## config.mk

```make
export PLATFORM = sky130hd
export DESIGN_NAME = hrd_queue
export DESIGN_NICKNAME = d
export VERILOG_FILES = /design/src/hw/rtl/hrd_pkg.sv /design/src/hw/rtl/hrd_queue.sv
export SDC_FILE = /design/constraint.sdc
export NUM_CORES = 1
export LEC_CHECK = 0
export ABC_CLOCK_PERIOD_IN_PS = 3100
export BUFFER_PORTS_ARGS = -buffer_cell sky130_fd_sc_hd__buf_2
export CAP_MARGIN = 20
export CORE_ASPECT_RATIO = 1.2
export CORE_MARGIN = 2
export CORE_UTILIZATION = 40
export CTS_CLUSTER_SIZE = 8
export DETAILED_ROUTE_END_ITERATION = 10
export HOLD_SLACK_MARGIN = 0.1
export PLACE_DENSITY_LB_ADDON = 0.25
export SYNTH_ARGS = -nofsm -noshare
export SYNTH_HDL_FRONTEND = slang
export SYNTH_SLANG_ARGS = --single-unit
```

## constraint.sdc

```tcl
create_clock -name clk -period 3.1 [get_ports clk]
set_input_delay 0.62 -clock clk [delete_from_list [all_inputs] [get_ports clk]]
set_output_delay 0.62 -clock clk [all_outputs]
set_load 0.01 [all_outputs]
```

## src/hw/rtl/hrd_pkg.sv

```systemverilog
// Shared types and constants for the HEVC RTP depacketizer.
package hrd_pkg;

  // Input item as seen on the push side
  typedef struct packed {
    logic        op;
    logic [7:0]  payload_byte;
    logic        packet_first;
    logic        packet_last;
    logic [15:0] seq_num;
  } in_t;

  // Result item as seen on the pop side
  typedef struct packed {
    logic [7:0] out_byte;
    logic       end_of_nal;
    logic       end_of_run;
    logic       missed_packets;
    logic       dropped_fragments;
    logic [2:0] status;
  } out_t;

  // One queued entry: the whole run of results caused by one item.
  // Order of results: start code (3 bytes), data byte, notice.
  typedef struct packed {
    logic       sc;
    logic       sc_eon;
    logic       dat_v;
    logic [7:0] dat;
    logic       dat_eon;
    logic       mem;
    logic       ntc_v;
    logic [2:0] ntc;
    logic       missed;
    logic       dropped;
  } entry_t;

  // Item operations
  localparam logic OP_DATA  = 1'b0;
  localparam logic OP_DRAIN = 1'b1;

  // Status codes
  localparam logic [2:0] ST_OK     = 3'd0;
  localparam logic [2:0] ST_FORBID = 3'd1;
  localparam logic [2:0] ST_TRUNC  = 3'd2;
  localparam logic [2:0] ST_OVFL   = 3'd3;
  localparam logic [2:0] ST_BUSY   = 3'd4;
  localparam logic [2:0] ST_MAX    = 3'd4;

  // Packet kinds
  localparam logic [1:0] KIND_SINGLE = 2'd0;
  localparam logic [1:0] KIND_AGG    = 2'd1;
  localparam logic [1:0] KIND_FRAG   = 2'd2;

  // Aggregation parse phases
  localparam logic [1:0] PH_LEN_HI = 2'd0;
  localparam logic [1:0] PH_LEN_LO = 2'd1;
  localparam logic [1:0] PH_DATA   = 2'd2;

  // NAL unit types
  localparam logic [5:0] NAL_AGG = 6'd48;
  localparam logic [5:0] NAL_FU  = 6'd49;

  // Result queue
  localparam int QDEPTH = 8;
  localparam int QAW    = 3;
  localparam int QCW    = 4;

endpackage

```

## src/hw/rtl/hrd_queue.sv

```systemverilog
// Short queue of result entries between front and back parts.
module hrd_queue (
  input  logic                    clk,
  input  logic                    rst,
  input  logic                    push,
  input  hrd_pkg::entry_t         push_entry,
  input  logic                    pop,
  output hrd_pkg::entry_t         head,
  output logic [hrd_pkg::QCW-1:0] count,
  output logic                    empty
);

  hrd_pkg::entry_t             slots [hrd_pkg::QDEPTH];
  logic [hrd_pkg::QAW-1:0]     wptr;
  logic [hrd_pkg::QAW-1:0]     rptr;
  logic                        do_pop;

  assign empty  = (count == '0);
  assign head   = slots[rptr];
  assign do_pop = pop && !empty;

  // Advance pointers and count
  always_ff @(posedge clk) begin
    if (rst) begin
      wptr  <= '0;
      rptr  <= '0;
      count <= '0;
    end else begin
      if (push) begin
        wptr <= wptr + hrd_pkg::QAW'(1);
      end
      if (do_pop) begin
        rptr <= rptr + hrd_pkg::QAW'(1);
      end
      count <= count + hrd_pkg::QCW'(push) - hrd_pkg::QCW'(do_pop);
    end
  end

  // Store entries
  always_ff @(posedge clk) begin
    if (push) begin
      slots[wptr] <= push_entry;
    end
  end

endmodule

```

* After elaboration in Yosys (flattened, before gate mapping)
Memory sizes are Yosys's and may differ from the RTL's. A register that Yosys moved wholly into a read port is not among the register bits. Cells that the tools add are included. Widths: inputs -> output; s select.
Word-level totals: register bits 10, bits in writable memories 152, logic and storage cells 15, memories kept 1
Cells by class: $add $sub $neg 4, muxes and demuxes 4, reduce and logical (&&, ||, !) cells 3
Memory list:
- slots | depth 8, width 19, read ports 1, clocked after memory_dff 1, write ports 1, line hrd_queue.sv:13 | hrd_pkg::entry_t slots [hrd_pkg::QDEPTH];
Operators with widths (count):
- $add 3x1->3 const B | 2
- $mux 3 | 2
- $add 4x1->4 | 1
- $logic_not 4->1 | 1
- $sub 4x1->4 | 1
- $mux 1 | 2
- $logic_and 1x1->1 | 1
- $logic_not 1->1 | 1

* Logic depth before layout (Yosys ltp)
Gate-level depths: netlist of run 1.
word-level depth 5, gate-level depth with buffers 9

* Least setup slack after synthesis of run 1
Ideal clock, no wire load.
path kind input port to flip-flop, start point in push, end point mem slots[0][0] (netlist bit), enable pin, data arrival time 2049 ps, data required time 2681 ps, slack 632 ps, stages on the path 2, buffers on the path 0, path through nand2b_1 nor3_1
On the way: word-level cells in the longest chain between the ends 2
Ends and longest elaborated chain:
- start: declaration | line hrd_queue.sv:5 | input logic push,
- $mux 1 | line hrd_queue.sv:41 | if (push) begin
- $mux 1 (not written as such) | line hrd_queue.sv:42 | slots[wptr] <= push_entry;
- end: declaration | line hrd_queue.sv:13
No other way between the ends.

==> out/results.tsv, run 1 <==
stage	metric	value	unit
layout	Layout Utilization	48.6	%
routing	Vias	2983	
clocking	Root Driver	clkbuf_16	
floorplan	# rows	50	
setup_path	Max stage delay cell, worst path	mux4_1	
pwr	Peak VDD IR	409	uV
floorplan	DIE AREA	17200	um^2
yosys	commonest register cell after synthesis	edfxtp_1	
timing	Final min period	2.79	ns
pwr	Leak	2.58	nW
clocking	total CTS buffers	17	
yosys	Post-Synthesis Cells	292	
global_route	vias in the first global route	3184	
layout	Non-Filler Instances	584	
global_route	Total GRT Usage	14.7	%
setup_path	CP startpoint kind	flop	
setup_path	Worst setup EP type	output port	
layout	Final #Nets	393	
clocking	post-cts hold buffer count	0	
timing	Max Slew Vio Count	0	
timing	Final Cycle Share	90.2	%
timing	Hold Vio Cnt, Final	0	
yosys	Seq/Total Area, Yosys	74.6	%
timing	unrepaired setup endpoints after global routing	no	
yosys	yosys warns	0	
yosys	Synth async-reset ratio	0	%
layout	Layout Area Growth over Synthesis	18.1	%
routing	met3 wire length	386	um
layout	most common cell after layout, fill and taps aside	edfxtp_1	
floorplan	core region area	15700	um^2
timing	Slew headroom	55.6	%
setup_path	worst-path fanout max	23	
yosys	mapped cell area	6460	um^2
yosys	Avg Cell Area, Syn	22.1	um^2
timing	Fin Setup TNS	0	ns
flow_run	max-cap violations	0	
setup_path	worst setup path class	reg -> out	
setup_path	crit-path leading delay family	multiplexers	
clocking	CTS clk-pin slew, worst paths	0.06	ns
floorplan	Ports	47	
setup_path	crit path DAT	2.17	ns
layout	layout cells sized above 1	40.7	%
routing	DRC	0	
global_route	initial antenna violation count	0	
layout	ant diodes	0	
timing	Layout Skew	0.00756	ns
routing	TritonRoute pass-1 iters	4	
yosys	Post-synth EDFFs	152	
placement	number of cells after detailed placement	552	
floorplan	die extent in x	120	um
floorplan	Die Span Y	143	um
routing	initial drt markers	265	
placement	Port-buffer cells	46	
yosys	leading area contributor after synthesis	edfxtp_1	
global_route	grt total ovfl	0	
routing	Via-to-Cell Ratio	5.11	
clocking	CTS tree	built	
clocking	H-tree levels	4	
yosys	Yosys reg bits	165	
routing	wire length on met1	5260	um
routing	WL per Instance	20.0	um
placement	dpl hpwl	7270	um
placement	RD Place Congestion	0.680	
yosys	Synth Net Count	322	
placement	Placement Setup Slack	0.700	ns
yosys	Synth top area share	70.6	%
global_route	largest net degree at the start of global routing	25	
status	status	complete, no violations	
pwr	PD cells	710	nW/um^2
clocking	Post-CTS Resized	0	
clocking	post-CTS setup buffer count	0	
setup_path	CP max stage delay	0.62	ns
timing	fmax	358	MHz
layout	commonest non-fill, non-tap cells in the layout	edfxtp_1 (152), buf_2 (46), mux4_2 (29), mux2_4 (18), clkbuf_16 (18)	
clocking	Clock Sink Count	165	
worst_hold_path	path category of the worst min-delay check	in -> reg	
setup_path	reg2reg setup slack	0.95	ns
yosys	count of cell types in the netlist	27	
clocking	worst skew pair latency	0.42	ns
global_route	first-pass GRT wire length	18000	um
routing	Top Metal Used	met4	
timing	Least-Margin Pin Slew	0.662	ns
timing	# setup viols final	0	
setup_path	worst endpoint required time	2.48	ns
setup_path	crit-path cells	buf_4 > mux4_1 > mux2_4 > buf_2	
yosys	top post-synthesis cells by area	edfxtp_1 (71%), mux4_2 (10%), mux2_4 (4.2%)	
floorplan	initial cell density of the core	41.2	%
timing	Final WS setup	0.305	ns
clocking	CTS Buffer Depth	2	
routing	DR WL met2	5800	um
setup_path	worst path bufs/invs	2	
routing	Final ANT Viol Nets	0	
routing	final WL	11700	um
routing by layer:
layer | up-vias | track usage (%)
met1 | 1567 | 18.4
li1 | 1344 | -
met5 | - | 0
met3 | 18 | 3.79
met4 | 0 | 7.18
met2 | 54 | 24.0
cell families (layout without fill, tap and decap cells):
group                    Yosys count  in the layout  share of synthesized area [%]
flip-flops                       165            165                           74.6
multiplexers                      60             60                           18.6
AND/OR/NAND/NOR                   31             31                           2.42
buffers and inverters             16            100                           1.66
AO/OA/AOI/OAI                     10             10                          0.832
adder cells (fa/ha/maj)            7              7                           1.47
XOR/XNOR                           3              3                          0.406
worst paths after layout:
kind | cells after the start | from | endpoint
setup reg to reg | 9 | count[2] | count[2]
hold reg to reg | 2 | rptr[2] | rptr[2]
setup / recovery | 4 | flop | head[5]
hold / removal | 1 | push_entry[18] | slots[7][18]
cell type report:
cell class,count,area (um^2)
fillers,1276,8070
flip-flops and latches,165,4830
multi-input cells,111,1560
clock buffers,26,551
repair buffers,63,383
well taps,208,260
clock inverters,6,36.3
inverters,5,18.8
stage by stage:
step	area, um^2	power, mW	hold WS, ns
finish	7630	5.42	0.464
global route	7630	5.64	0.463
CTS	7630	5.49	0.448
detailed placement	7050	3.46	0.507
global placement	7050	3.44	0.490
floorplan	6460	3.20	0.475
registers in the layout (all words and copies together), names as in the netlist, named ones only:
register  count
wptr          3
rptr          3
count         4
slots       152
synth_stat cells (2+ instances only):
cell type and count:
edfxtp_1 152, clkbuf_1 2, o21ai_0 3, inv_1 5, nand2b_1 6, ha_1 6
mux4_1 9, mux4_2 29, nand2_1 4, nor2_1 12, buf_12 2, mux2_4 18
xnor2_1 2, nor3_1 2, or3_1 3, nor2b_1 2, mux2i_1 3, dfxtp_1 13
a21oi_1 6, buf_2 6
power breakdown:
group	internal (mW)	switching [mW]	total, mW
Sequential	2.52	0.0371	2.56
Clock	1.22	0.798	2.02
Combinational	0.439	0.408	0.846
Power figures use the tool's default switching activity.
==> run 2: changes to the inputs <==
--- a/config.mk
+++ b/config.mk
@@ -15,6 +15,7 @@
 export DETAILED_ROUTE_END_ITERATION = 10
 export HOLD_SLACK_MARGIN = 0.1
 export PLACE_DENSITY_LB_ADDON = 0.25
+export REMOVE_ABC_BUFFERS = 1
 export SYNTH_ARGS = -nofsm -noshare
 export SYNTH_HDL_FRONTEND = slang
 export SYNTH_SLANG_ARGS = --single-unit
==> run 2 against run 1 <==
Compared with the run above:
- clock power is 13% higher
- die area unchanged
- final cell count fell by 0.68%
- cell area rose by 0.31%
- worst hold slack barely moved
- critical path type unchanged
- largest power group unchanged
==> out/results.tsv, run 2 (synthesis results as in run 1) <==
stage	metric	value	unit	change
clocking	CTS Buffer Depth	2		unchanged
timing	# setup viols final	0		unchanged
pwr	Peak VDD IR	454	uV	was 409 uV
setup_path	worst endpoint required time	2.48	ns	about the same
layout	ant diodes	0		unchanged
setup_path	Max stage delay cell, worst path	dfxtp_2		was mux4_1
clocking	Post-CTS Resized	0		unchanged
layout	Top reg by flops	slots		unchanged
routing	DRC	0		unchanged
global_route	vias in the first global route	3152		was 3184
pwr	fraction of power consumed by sequential logic	45.3	%	was 47.2%
layout	Final #Nets	389		was 393
pwr	PD cells	741	nW/um^2	was 710 nW/um^2
setup_path	worst r2r path cells	9		unchanged
clocking	post-CTS setup buffer count	0		unchanged
worst_hold_path	path category of the worst min-delay check	in -> reg		unchanged
placement	dpl hpwl	6610	um	was 7270 um
layout	commonest non-fill, non-tap cells in the layout	edfxtp_1 (152), buf_2 (46), mux4_2 (29), mux2_4 (18), clkbuf_16 (17)		was edfxtp_1 (152), buf_2 (46), mux4_2 (29), mux2_4 (18), clkbuf_16 (18)
clocking	H-tree levels	4		unchanged
pwr	combinational share of power	14.4	%	was 15.6%
pwr	clock power share	40.4	%	was 37.2%
timing	Max Slew Vio Count	0		unchanged
setup_path	reg2reg start	count[2]		unchanged
pwr	Psw	1.23	mW	was 1.24 mW
floorplan	DIE AREA	17200	um^2	unchanged
layout	max FFs per register	152		unchanged
flow_run	max-cap violations	0		unchanged
placement	Port-buffer cells	46		unchanged
setup_path	worst-path fanout max	11		was 23
floorplan	die extent in x	120	um	unchanged
floorplan	core region area	15700	um^2	unchanged
worst_hold_path	beginning of the worst hold path	push_entry[15]		was push_entry[18]
timing	fmax	344	MHz	was 358 MHz
pwr	cell-internal power	4.44	mW	was 4.17 mW
timing	Least-Margin Pin Slew	0.542	ns	was 0.662 ns
floorplan	Die Span Y	143	um	unchanged
setup_path	Worst setup EP type	output port		unchanged
setup_path	crit path DAT	2.28	ns	was 2.17 ns
setup_path	CP max stage delay	0.57	ns	was 0.62 ns
global_route	Total GRT Usage	14.1	%	was 14.7%
timing	Final Cycle Share	93.7	%	was 90.2%
worst_hold_path	worst hold stages	1		unchanged
placement	dpl cell area	7000	um^2	was 7050 um^2
clocking	post-cts hold buffer count	0		unchanged
routing	Via-to-Cell Ratio	5.12		was 5.11
timing	Slew headroom	63.9	%	was 55.6%
setup_path	crit-path leading delay family	multiplexers		unchanged
clocking	CTS tree	built		unchanged
timing	Layout Skew	0.00837	ns	was 0.00756 ns
timing	Final min period	2.90	ns	was 2.79 ns
layout	layout cells sized above 1	39.5	%	was 40.7%
setup_path	crit-path cells	buf_4 > mux4_1 > mux2_4 > buf_2		unchanged
routing	final WL	11200	um	was 11700 um
setup_path	worst setup path class	reg -> out		unchanged
timing	Min Hold Slack	0.464	ns	about the same
worst_hold_path	Hold Path Sink	slots[6][15]		was slots[7][18]
global_route	initial antenna violation count	1		was 0
global_route	first-pass GRT wire length	17400	um	was 18000 um
clocking	Root Driver	clkbuf_16		unchanged
clocking	CTS clk-pin slew, worst paths	0.06	ns	about the same
setup_path	reg2reg setup slack	0.96	ns	was 0.95 ns
clocking	total CTS buffers	17		unchanged
pwr	Leak	2.58	nW	about the same
routing	Vias	2972		was 2983
timing	unrepaired setup endpoints after global routing	no		unchanged
routing	initial drt markers	204		was 265
floorplan	# rows	50		unchanged
clocking	worst skew pair latency	0.42	ns	about the same
placement	number of cells after detailed placement	548		was 552
global_route	largest net degree at the start of global routing	39		was 25
setup_path	worst path bufs/invs	2		unchanged
setup_path	CP startpoint kind	flop		unchanged
timing	Fin Setup TNS	0	ns	unchanged
placement	RD Place Congestion	0.669		was 0.680
timing	Hold Vio Cnt, Final	0		unchanged
layout	Fill cells	1270		was 1276
layout	Layout Utilization	48.8	%	was 48.6%
floorplan	Ports	47		unchanged
setup_path	capturing point of the worst reg2reg path	count[2]		unchanged
global_route	grt total ovfl	0		unchanged
layout	most common cell after layout, fill and taps aside	edfxtp_1		unchanged
floorplan	initial cell density of the core	41.2	%	unchanged
clocking	Clock Sink Count	165		unchanged
routing	Final ANT Viol Nets	0		unchanged
status	status	complete, no violations		unchanged
routing	TritonRoute pass-1 iters	4		unchanged
layout	post-route cell area	7660	um^2	was 7630 um^2
routing	WL per Instance	19.3	um	was 20.0 um
layout	biggest regs	slots (152), count (4)		unchanged
layout	Non-Filler Instances	580		was 584
layout	Layout Area Growth over Synthesis	18.4	%	was 18.1%
pwr	Sw Ratio	21.7	%	was 22.9%
==> run 2: cell types whose count changed in the layout (fill, tap and decap cells not counted) <==
cell,change
bufinv_16,+5
buf_12,-1
clkbuf_1,+2
clkbuf_16,-1
clkinv_2,-1
clkbuf_8,-4
buf_4,-3
inv_4,-1
==> run 2: power groups by stage <==
stage	clock network, mW	logic [mW]	registers (mW)
detailed placement	0	0.834	2.61
finish	2.29	0.816	2.57
global route	2.43	0.905	2.58
global placement	0	0.821	2.61
floorplan	0	0.503	2.67
CTS	2.34	0.838	2.57
==> run 2: layout make-up <==
type                       instances  area [um^2]  area share [%]
clock inverter                     9          175            2.29
inverter                           5         18.8           0.245
clock buffer                      23          478            6.24
sequential                       165         4830            63.0
timing repair buffer              59          340            4.45
multi-input combinational        111         1560            20.3
tap                              208          260            3.40
==> run 2: worst max-delay path by stage <==
stage / start / endpoint / slack (ns) / cells past startpoint
after CTS: flop / head[2] / 0.13 / 4
after global placement: flop / head[2] / 0.60 / 4
after detailed placement: flop / head[2] / 0.60 / 4
after floorplan: flop / head[0] / -0.08 / 2
after global routing: flop / head[6] / 0.06 / 4
final: flop / head[2] / 0.20 / 4
==> run 2: routing by layer <==
layer  vias up  GRT usage (%)  wire [um]
li1       1338              -          -
met1      1551           16.5       4670
met2        60           24.4       5810
met3        21           4.35        553
met4         2           5.39        171
met5         -              0         14
==> run 2: metrics by stage <==
stage,setup slack [ns],total power [mW]
global placement,0.601,3.43
floorplan,-0.0796,3.17
global route,0.0585,5.91
CTS,0.134,5.74
detailed placement,0.595,3.45
finish,0.195,5.67
