==> src/hw/rtl/hrd_pkg.sv <==
// Shared types and constants for the HEVC RTP depacketizer.
package hrd_pkg;

  // Input item as seen on the push side
  typedef struct packed {
    logic        op;
    logic [7:0]  payload_byte;
    logic        packet_first;
    logic        packet_last;
    logic [15:0] seq_num;
  } in_t;

  // Result item as seen on the pop side
  typedef struct packed {
    logic [7:0] out_byte;
    logic       end_of_nal;
    logic       end_of_run;
    logic       missed_packets;
    logic       dropped_fragments;
    logic [2:0] status;
  } out_t;

  // One queued entry: the whole run of results caused by one item.
  // Order of results: start code (3 bytes), data byte, notice.
  typedef struct packed {
    logic       sc;
    logic       sc_eon;
    logic       dat_v;
    logic [7:0] dat;
    logic       dat_eon;
    logic       mem;
    logic       ntc_v;
    logic [2:0] ntc;
    logic       missed;
    logic       dropped;
  } entry_t;

  // Item operations
  localparam logic OP_DATA  = 1'b0;
  localparam logic OP_DRAIN = 1'b1;

  // Status codes
  localparam logic [2:0] ST_OK     = 3'd0;
  localparam logic [2:0] ST_FORBID = 3'd1;
  localparam logic [2:0] ST_TRUNC  = 3'd2;
  localparam logic [2:0] ST_OVFL   = 3'd3;
  localparam logic [2:0] ST_BUSY   = 3'd4;
  localparam logic [2:0] ST_MAX    = 3'd4;

  // Packet kinds
  localparam logic [1:0] KIND_SINGLE = 2'd0;
  localparam logic [1:0] KIND_AGG    = 2'd1;
  localparam logic [1:0] KIND_FRAG   = 2'd2;

  // Aggregation parse phases
  localparam logic [1:0] PH_LEN_HI = 2'd0;
  localparam logic [1:0] PH_LEN_LO = 2'd1;
  localparam logic [1:0] PH_DATA   = 2'd2;

  // NAL unit types
  localparam logic [5:0] NAL_AGG = 6'd48;
  localparam logic [5:0] NAL_FU  = 6'd49;

  // Result queue
  localparam int QDEPTH = 8;
  localparam int QAW    = 3;
  localparam int QCW    = 4;

endpackage

==> src/hw/rtl/hrd_back.sv <==
// Back part: expands each queued entry into its result items.
module hrd_back (
  input  logic            clk,
  input  logic            rst,
  input  hrd_pkg::entry_t head,
  input  logic            q_empty,
  input  logic            pop,
  output logic            q_pop,
  output hrd_pkg::out_t   result
);

  logic [2:0] phase;
  logic [2:0] nres;
  logic [2:0] j;

  assign nres = (head.sc ? 3'd3 : 3'd0) + {2'd0, head.dat_v} + {2'd0, head.ntc_v};
  assign j    = phase - (head.sc ? 3'd3 : 3'd0);

  // Select the result for the current position in the entry
  always_comb begin
    result                   = '0;
    result.end_of_run        = (phase == nres - 3'd1);
    result.missed_packets    = (phase == 3'd0) && head.missed;
    result.dropped_fragments = (phase == 3'd0) && head.dropped;
    result.status            = hrd_pkg::ST_OK;
    if (head.sc && phase < 3'd3) begin
      result.out_byte   = (phase == 3'd2) ? 8'h01 : 8'h00;
      result.end_of_nal = (phase == 3'd2) && head.sc_eon;
    end else if (head.dat_v && j == 3'd0) begin
      result.out_byte   = head.dat;
      result.end_of_nal = head.dat_eon;
    end else begin
      result.status = head.ntc;
    end
  end

  assign q_pop = pop && !q_empty && result.end_of_run;

  // Advance through the entry on each pop
  always_ff @(posedge clk) begin
    if (rst) begin
      phase <= '0;
    end else if (pop && !q_empty) begin
      phase <= result.end_of_run ? 3'd0 : phase + 3'd1;
    end
  end

endmodule

==> config.mk <==
export PLATFORM = sky130hd
export DESIGN_NAME = hrd_back
export DESIGN_NICKNAME = d
export VERILOG_FILES = /design/src/hw/rtl/hrd_pkg.sv /design/src/hw/rtl/hrd_back.sv
export SDC_FILE = /design/constraint.sdc
export NUM_CORES = 1
export LEC_CHECK = 0
export BUFFER_PORTS_ARGS = -buffer_cell sky130_fd_sc_hd__buf_2
export CORE_UTILIZATION = 33
export DETAILED_ROUTE_END_ITERATION = 12
export PLACE_DENSITY = 0.73
export SETUP_SLACK_MARGIN = 0.05
export SLEW_MARGIN = 20
export SYNTH_ARGS = -nofsm -noshare
export SYNTH_HDL_FRONTEND = slang
export SYNTH_SLANG_ARGS = --single-unit
==> constraint.sdc <==
create_clock -name clk -period 1.8 [get_ports clk]
set_clock_uncertainty 0.2 [all_clocks]
set_input_delay 0.18 -clock clk [delete_from_list [all_inputs] [get_ports clk]]
set_output_delay 0.18 -clock clk [all_outputs]
set_load 0.02 [all_outputs]
Word level (Yosys, flattened, before mapping):

Index checks and enable logic that the tools add are counted.

* register bits after elaboration: 3
* input port bits: 23
* logic and storage cells: 26

* add/subtract/negate cells: 5
* order comparisons: 1
* equal/unequal tests: 2
* mux-type cells: 7
* reduce and logical (&&, ||, !) cells: 10

Operators with widths (number)
* $mux 9: 2
* $mux 3: 3
* $logic_and 1x1->1: 7
* $add 3x1->3: 2
* $logic_not 3->1: 2
* $add 3x1->3 const B: 1
* $eq 3x2->1 const B: 1
* $eq 3x3->1: 1
* $lt 3x2->1 const B: 1
* $sub 3x1->3 const B: 1
* $sub 3x2->3: 1
* $mux 2: 1
* $logic_not 1->1: 1
* $mux 1: 1

Depth between registers and ports, before layout:

Gate-level depths: netlist of run 1.

* depth after elaboration: 6
* gate-level depth with buffers: 6

Worst setup path after synthesis of run 1:

OpenSTA, ideal clock, no wires.

* kind: flip-flop to output port
* from: register phase[0]
* to: output result[6] in the netlist's numbering
* data arrival time: 1.557 ns
* required time: 1.420 ns
* setup slack: -0.137 ns
* cell stages (with the launch flop): 7
* path through: dfxtp_1 -> inv_1 -> ha_1 -> nor2b_1 -> xnor2_1 -> nand2b_1 -> o21ai_0

RTL lines
* start, declared: line hrd_back.sv:12 `logic [2:0] phase;`
* start signal, assigned: line hrd_back.sv:44 `phase <= result.end_of_run ? 3'd0 : phase + 3'd1;`
* end, declared: line hrd_back.sv:9 `output hrd_pkg::out_t result`

==> run_results.csv, run 1 <==
group,metric,value,unit
final_layout,largestRegisters,"phase (3)",
floorplanning,num_rows,13,
clock_tree,cts_tree,"done",
final_layout,largest_reg_flops,3,
yosys,synthDistinctLibCells,30,
run,cap_violations,0,
final_layout,drive_gt1_frac,0.772,
detailed_routing,drtAntennaViolNets,0,
final_layout,layout_commonest_cell,"buf_2",
setup_path,arrival,1.66,ns
worst_hold_path,hold_start,"pop",
final_layout,nNetsFinal,144,
grt,grt_max_degree,8,
power,p_per_area,394,nW/um^2
yosys,syn_nets,87,
grt,grt_pass1_vias,513,
detailed_routing,wl_per_cell,13.8,um
grt,grt_pass1_wl,1960,um
grt,grt_usage,0.190,
power,p_leak,0.000524,uW
clock_tree,htreeDepth,1,
sta,slew_headroom,0.803,
floorplanning,die_w,40.0,um
setup_path,end_kind,"output pin",
clock_tree,cts_buffers,3,
clock_tree,worstSkewPairLatency,0.24,ns
power,irDropWorstVdd,0.437,mV
setup_path,cp.required,1.42,ns
floorplanning,start_util,0.362,
place,gp_congestion,0.745,
sta,finalCritPeriodShare,1.13,
yosys,ys_warn_count,0,
grt,grt_overflow_total,0,
setup_path,crit_path_start_kind,"register",
status,status,"complete, but fails checks",
final_layout,num-fill-cells,88,
detailed_routing,drc,0,
clock_tree,cts_num_sinks,3,
final_layout,max_flop_register,"phase",
sta,rsz0062_at_grt,"yes",
sta,period_needed,2.04,ns
place,hpwl,1050,um
floorplanning,core,1320,um^2
sta,setup_viol,14,
sta,final.setup.worst_slack,-0.237,ns
yosys,ys_seq_elements,3,
yosys,synthCells,58,
yosys,netlist_area,477,um^2
clock_tree,cts.path.max_buffers,2,
floorplanning,num_io_pins,39,
place,io_buffers,37,
sta,fmax,0.491,GHz
detailed_routing,firstDrtPassIters,4,
yosys,synth.avg_cell_area,8.22,um^2
worst_hold_path,hold_class,"in2reg",
floorplanning,die_area,1600,um^2
yosys,synthFlopType,"dfxtp_1",
detailed_routing,drt_iter0_drc,8,
power,power.total,417,uW
yosys,synthArstFlopShare,0,
status,violations,"negative setup slack",
sta,timing.hold.ws,0.104,ns
setup_path,crit-reg2reg-launch,"phase[2]",
sta,finalHoldViolations,0,
sta,worstMarginPinSlew,0.295,ns
clock_tree,root_buffer,"clkbuf_4",
final_layout,syn_to_final_growth,122,%
grt,antenna_found_initial,0,
final_layout,mostFrequentLayoutCells,"buf_2, buf_6, buf_4",
detailed_routing,vias,642,
clock_tree,clk_pin_slew,0.04,ns
detailed_routing,viasPerCell,4.98,
final_layout,diodes,0,
setup_path,cp_max_fo,7,
yosys,synth_edf_count,0,
floorplanning,die_h,40.0,um
yosys,yosysSeqAreaShare,0.126,
sta,drv_slew,0,
setup_path,path_class,"reg2out",
detailed_routing,wl,1790,um
setup_path,cp-startpoint,"phase[0]",
routing by layer:
layer | track usage | vias to the layer above | part of all wire
li1 | - | 309 | -
met1 | 0.158 | 299 | 0.35
met2 | 0.387 | 30 | 0.57
met3 | 0.0667 | 4 | 0.063
met4 | 0.0776 | 0 | 0.010
met5 | 0 | - | 0
synthesized netlist by cell type, types with 2 or more instances:
library cell  instances  area [um^2]
nand2_1               5         18.8
ha_1                  5         62.6
dfxtp_1               3         60.1
nand2b_1              2         12.5
and2_1                7         43.8
nand3_1               3         15.0
inv_1                 5         18.8
o21ai_0               3         15.0
and3b_2               2         20.0
and3_1                3         18.8
worst max-delay path, cell delays in order, from the launching register on:
cell and delay, ns:
dfxtp_4 0.35, inv_4 0.04, ha_4 0.14, nor2b_4 0.12
xnor2_2 0.13, nor3b_4 0.33, and2_4 0.21, buf_6 0.11
area by class of cell:
class | count | area, um^2 | share of cell area
multi-input cells | 49 | 515 | 0.487
repair buffers | 53 | 412 | 0.389
flip-flops and latches | 3 | 65.1 | 0.0615
clock buffers | 4 | 26.3 | 0.0248
inverters | 5 | 21.3 | 0.0201
well taps | 15 | 18.8 | 0.0177
timing repair:
item,CTS,global route
setup buffers,2,3
endpoints found under the hold margin,2,0
hold buffers,1,0
gates cloned,0,0
gates resized for setup,32,19
setup endpoints to repair,14,16
pin swaps,13,11
cell families (layout without fill, tap and decap cells):
group           count (synthesis)  after routing  share of synthesized area
compound gates                  8              8                      0.115
xor+xnor                        3              3                     0.0709
fa+ha+maj                       6              6                      0.173
buf+inv                         6             62                     0.0630
flops                           3              3                      0.126
mux                             1              1                     0.0210
simple gates                   31             31                      0.430
path summary, 6_finish.rpt:
| kind | endpoint | slack [ns] | cells past startpoint |
|---|---|---|---|
| worst max register to register | phase[2] | 0.07 | 7 |
| worst min-delay path | phase[0] | 0.10 | 4 |
| worst max-delay path | result[10] | -0.24 | 7 |
| worst min register to register | phase[2] | 0.47 | 3 |
stage by stage:
step | std cells | setup slack [ns] | TNS [ns] | util | cell area [um^2]
3_3_place_gp | 121 | -0.169 | -0.840 | 0.614 | 810
2_1_floorplan | 58 | 0.0622 | 0 | - | 527
5_1_grt | 129 | -0.334 | -3.28 | 0.803 | 1060
4_1_cts | 128 | -0.251 | -2.50 | 0.734 | 967
3_5_place_dp | 121 | -0.242 | -1.75 | 0.614 | 810
6_report | 129 | -0.237 | -2.14 | 0.803 | 1060
power breakdown:
group	internal, uW	switching, uW
logic	125	99.4
registers	69.1	2.39
clock network	83.2	37.5
total	277	139
No activity file was read; power rests on OpenSTA's default activity.
==> run 2: changes to the inputs <==
- SKIP_CTS_REPAIR_TIMING: not set -> 1
==> run 2 against run 1 <==
Effect of this change:
- the run still ends with negative setup slack left
- sequential share of layout area grew 0.43 points
- wire length down 2.0%
- combinational power decreased by 6%
- sequential cell count unchanged
- critical path depth unchanged
- core utilization is 2.4 points lower
- count of clock-buffer cells in the layout did not move
- critical endpoint is now result[13]
==> run_results.csv, run 2 (synthesis results as in run 1) <==
group,metric,value,unit
setup_path,cp_max_fo,7,
setup_path,crit-reg2reg-launch,"phase[2]",
floorplanning,start_util,0.362,
power,p_leak,0.000513,uW
sta,setup-tns-final,-2.44,ns
final_layout,largest_reg_flops,3,
power,irDropWorstVdd,0.420,mV
place,io_buffers,37,
clock_tree,root_buffer,"clkbuf_4",
setup_path,crit_path_start_kind,"register",
run,cap_violations,0,
final_layout,nNetsFinal,143,
setup_path,slowest_stage,"dfxtp_4",
place,hpwl,1050,um
clock_tree,cts_tree,"done",
final_layout,syn_to_final_growth,115,%
setup_path,ff2ff_path_depth,7,
worst_hold_path,hold_start,"pop",
detailed_routing,wl_per_cell,13.7,um
status,status,"complete, but fails checks",
power,p_per_area,393,nW/um^2
final_layout,layout_commonest_cell,"buf_2",
detailed_routing,vias,664,
detailed_routing,viasPerCell,5.19,
final_layout,mostFrequentLayoutCells,"buf_2, buf_6, buf_4",
final_layout,drive_gt1_frac,0.752,
sta,rsz0062_at_grt,"yes",
grt,grt_usage,0.163,
final_layout,num-fill-cells,94,
sta,slew_headroom,0.806,
setup_path,arrival,1.68,ns
final_layout,largestRegisters,"phase (3)",
detailed_routing,drc,0,
floorplanning,core,1320,um^2
final_layout,fin_area,1030,um^2
status,violations,"negative setup slack",
sta,drv_slew,0,
sta,finalHoldViolations,0,
grt,grt_pass1_vias,439,
detailed_routing,drt_iter0_drc,8,
clock_tree,worstSkewPairLatency,0.24,ns
floorplanning,num_io_pins,39,
worst_hold_path,hold_end,"phase[0]",
setup_path,end_kind,"output pin",
detailed_routing,wl,1750,um
grt,grt_overflow_total,0,
setup_path,cp.required,1.42,ns
grt,antenna_found_initial,0,
clock_tree,clk_pin_slew,0.04,ns
setup_path,worstPathCellList,"inv_4, ha_4, nor2b_4, xnor2_2, nor3b_4, and2_4, buf_6",
detailed_routing,firstDrtPassIters,5,
grt,grt_pass1_wl,1670,um
grt,grt_max_degree,8,
place,gp_congestion,0.745,
sta,final.setup.worst_slack,-0.257,ns
setup_path,reg2reg_to,"phase[1]",
clock_tree,htreeDepth,1,
final_layout,max_flop_register,"phase",
worst_hold_path,whs_path_depth,4,
sta,fmax,0.486,GHz
floorplanning,die_h,40.0,um
sta,period_needed,2.06,ns
floorplanning,die_w,40.0,um
place,dpl_cell_area,810,um^2
clock_tree,cts_num_sinks,3,
floorplanning,num_rows,13,
setup_path,r2r_slack,0.09,ns
sta,setup_viol,14,
worst_hold_path,hold_class,"in2reg",
setup_path,path_class,"reg2out",
detailed_routing,drtAntennaViolNets,0,
sta,finalCritPeriodShare,1.14,
setup_path,slowest_delay,0.35,ns
clock_tree,cts_buffers,3,
sta,worstMarginPinSlew,0.291,ns
final_layout,diodes,0,
clock_tree,cts.path.max_buffers,2,
floorplanning,die_area,1600,um^2
==> run 2: how the worst max path moves through the flow <==
stage	startpoint	end	slack, ns	cells after the start
final	phase[0]	result[13]	-0.26	7
after global routing	phase[0]	result[13]	-0.35	7
after CTS	phase[0]	result[10]	-0.34	7
after detailed placement	head[5]	q_pop	-0.24	7
after global placement	head[5]	q_pop	-0.17	7
after floorplan	phase[0]	result[10]	0.06	6
==> run 2: layer usage <==
layer,track usage,vias to the layer above,wire length [um]
li1,-,307,-
met1,0.144,315,533
met2,0.310,36,1040
met3,0.0667,6,138
met4,0.0776,0,35
met5,0,-,0
==> run 2: per-stage QoR <==
| step | power [uW] | setup slack [ns] | hold WS (ns) | instances | util |
|---|---|---|---|---|---|
| after global routing | 429 | -0.347 | 0.0851 | 128 | 0.780 |
| after global placement | 226 | -0.169 | 0.186 | 121 | 0.614 |
| final | 404 | -0.257 | 0.0534 | 128 | 0.780 |
| after floorplan | 162 | 0.0622 | 0.0394 | 58 | - |
| after detailed placement | 231 | -0.242 | 0.187 | 121 | 0.614 |
| after CTS | 355 | -0.342 | -0.0621 | 125 | 0.634 |
==> run 2: final cells by class <==
| cell class | count | area, um^2 | share of cell area |
|---|---|---|---|
| Multi-Input combinational cell | 49 | 498 | 0.485 |
| Timing Repair Buffer | 52 | 395 | 0.385 |
| Sequential cell | 3 | 67.6 | 0.0658 |
| Clock buffer | 4 | 26.3 | 0.0256 |
| Inverter | 5 | 21.3 | 0.0207 |
| Tap cell | 15 | 18.8 | 0.0183 |
==> run 2: critical path, delay by kind of cell, from the launching register on <==
kind | cells | cell delay [ns]
xor+xnor | 1 | 0.13
flops | 1 | 0.35
buf+inv | 2 | 0.15
fa+ha+maj | 1 | 0.14
simple gates | 3 | 0.65
==> run 2: power breakdown <==
part | internal (uW) | switching [uW]
clock network | 83.3 | 38.9
registers | 67.6 | 2.59
logic | 117 | 95.2
total | 267 | 137
==> run 3: changes to the inputs <==
- CELL_PAD_IN_SITES_DETAIL_PLACEMENT: not set -> 0
- CELL_PAD_IN_SITES_GLOBAL_PLACEMENT: not set -> 1
- CORE_UTILIZATION: 33 -> 22
- PLACE_DENSITY: 0.73 -> not set
- PLACE_DENSITY_LB_ADDON: not set -> 0.1
==> run 3 against run 2 <==
Effect of this change:
- the run still ends with negative setup slack left
- critical endpoint is now result[11]
- clock power decreased by 3%
- critical path depth unchanged
- register-to-register slack improved by 0.10 ns
- largest power group unchanged
- sequential share of layout area decreased by 0.099 points
- critical path type unchanged
==> run_results.csv, run 3 (synthesis results as in run 1) <==
group,metric,value,unit
place,gp_congestion,0.667,
setup_path,crit-reg2reg-launch,"phase[2]",
sta,timing.hold.ws,0.0456,ns
sta,finalCritPeriodShare,1.12,
clock_tree,htreeDepth,1,
grt,grt_pass1_vias,515,
clock_tree,cts_tree,"done",
place,dpl_cell_area,825,um^2
sta,setup_viol,12,
setup_path,cp-startpoint,"phase[0]",
final_layout,fin_area,1060,um^2
clock_tree,cts_buffers,3,
power,irDropWorstVdd,0.295,mV
final_layout,largestRegisters,"phase (3)",
clock_tree,worstSkewPairLatency,0.23,ns
sta,period_needed,2.01,ns
sta,slew_headroom,0.813,
grt,grt_max_degree,8,
setup_path,ff2ff_path_depth,6,
final_layout,drive_gt1_frac,0.788,
detailed_routing,wl_per_cell,9.73,um
setup_path,path_class,"reg2out",
worst_hold_path,hold_start,"pop",
final_layout,diodes,0,
final_layout,nNetsFinal,143,
sta,finalHoldViolations,0,
setup_path,r2r_slack,0.19,ns
setup_path,cp.required,1.42,ns
sta,rsz0062_at_grt,"yes",
sta,final.setup.worst_slack,-0.212,ns
final_layout,fin_util,0.531,
grt,grt_usage,0.110,
floorplanning,die_area,2360,um^2
status,violations,"negative setup slack",
floorplanning,start_util,0.238,
grt,antenna_found_initial,0,
place,hpwl,1010,um
detailed_routing,firstDrtPassIters,2,
detailed_routing,viasPerCell,4.33,
clock_tree,cts_num_sinks,3,
grt,grt_overflow_total,0,
final_layout,layout_commonest_cell,"buf_2",
worst_hold_path,hold_end,"phase[0]",
clock_tree,cts.path.max_buffers,2,
sta,worstMarginPinSlew,0.281,ns
detailed_routing,drtAntennaViolNets,0,
setup_path,crit_path_start_kind,"register",
final_layout,max_flop_register,"phase",
detailed_routing,drt_iter0_drc,6,
floorplanning,die_h,48.6,um
setup_path,end_kind,"output pin",
sta,fmax,0.497,GHz
setup_path,cp_max_fo,7,
sta,drv_slew,0,
place,dp.cells,133,
power,p_leak,0.000515,uW
detailed_routing,vias,606,
floorplanning,die_w,48.6,um
final_layout,largest_reg_flops,3,
detailed_routing,wl,1360,um
setup_path,arrival,1.63,ns
clock_tree,root_buffer,"clkbuf_4",
floorplanning,num_io_pins,39,
floorplanning,num_rows,16,
floorplanning,core,2000,um^2
power,p_per_area,375,nW/um^2
final_layout,final_cell_count_no_fill,140,
place,io_buffers,37,
setup_path,reg2reg_to,"phase[0]",
grt,grt_pass1_wl,2040,um
worst_hold_path,hold_class,"in2reg",
status,status,"complete, but fails checks",
clock_tree,clk_pin_slew,0.04,ns
worst_hold_path,whs_path_depth,4,
final_layout,syn_to_final_growth,123,%
detailed_routing,drc,0,
run,cap_violations,0,
final_layout,mostFrequentLayoutCells,"buf_2, buf_6, buf_4",
run 3: changes by cell type in the layout (fill, tap and decap cells not counted):
cell / delta
buf_2: -2
buf_4: +2
inv_1: -2
buf_6: -1
buf_8: +1
dfxtp_1: -1
dfxtp_2: +1
inv_2: +1
inv_4: +1
xor2_1: -1
xor2_2: +1
run 3: worst max-delay path by stage:
stage                      end  slack [ns]  cells past startpoint
floorplan           result[10]        0.06                      6
global placement         q_pop       -0.17                      7
global route         result[9]       -0.31                      7
finish              result[11]       -0.21                      7
CTS                 result[10]       -0.32                      7
detailed placement       q_pop       -0.21                      7
run 3: routing by layer:
layer  routed length [um]  vias up  global-route usage  part of all wire
li1                     -      310                   -                 -
met2                  707       28               0.188              0.52
met4                   14        0              0.0588             0.010
met5                    0        -                   0                 0
met3                   80        2              0.0189             0.059
met1                  560      266               0.130              0.41
run 3: report_power, final:
group          internal [uW]  switching (uW)  total [uW]
clock network           83.0            34.5         118
logic                    121            89.5         211
registers               67.7            2.36        70.1
total                    272             126         399
run 3: final cells by class:
type	count	area, um^2
fill	192	940
multi-input combinational	49	505
timing repair buffer	52	404
sequential	3	68.8
tap	27	33.8
clock buffer	4	26.3
inverter	5	23.8
run 3: critical path, cell delays in order, from the launching register on:
cell	delay, ns
dfxtp_4	0.35
inv_4	0.04
ha_4	0.13
nor2b_4	0.12
xnor2_2	0.13
nor3b_4	0.31
and2_4	0.20
buf_6	0.11
run 3: stage by stage:
| stage | power (uW) | setup WS [ns] | setup TNS, ns |
|---|---|---|---|
| 3_5_place_dp | 232 | -0.207 | -1.64 |
| 2_1_floorplan | 162 | 0.0622 | 0 |
| 3_3_place_gp | 231 | -0.174 | -1.09 |
| 4_1_cts | 357 | -0.323 | -3.85 |
| 5_1_grt | 433 | -0.312 | -2.95 |
| 6_report | 399 | -0.212 | -1.85 |
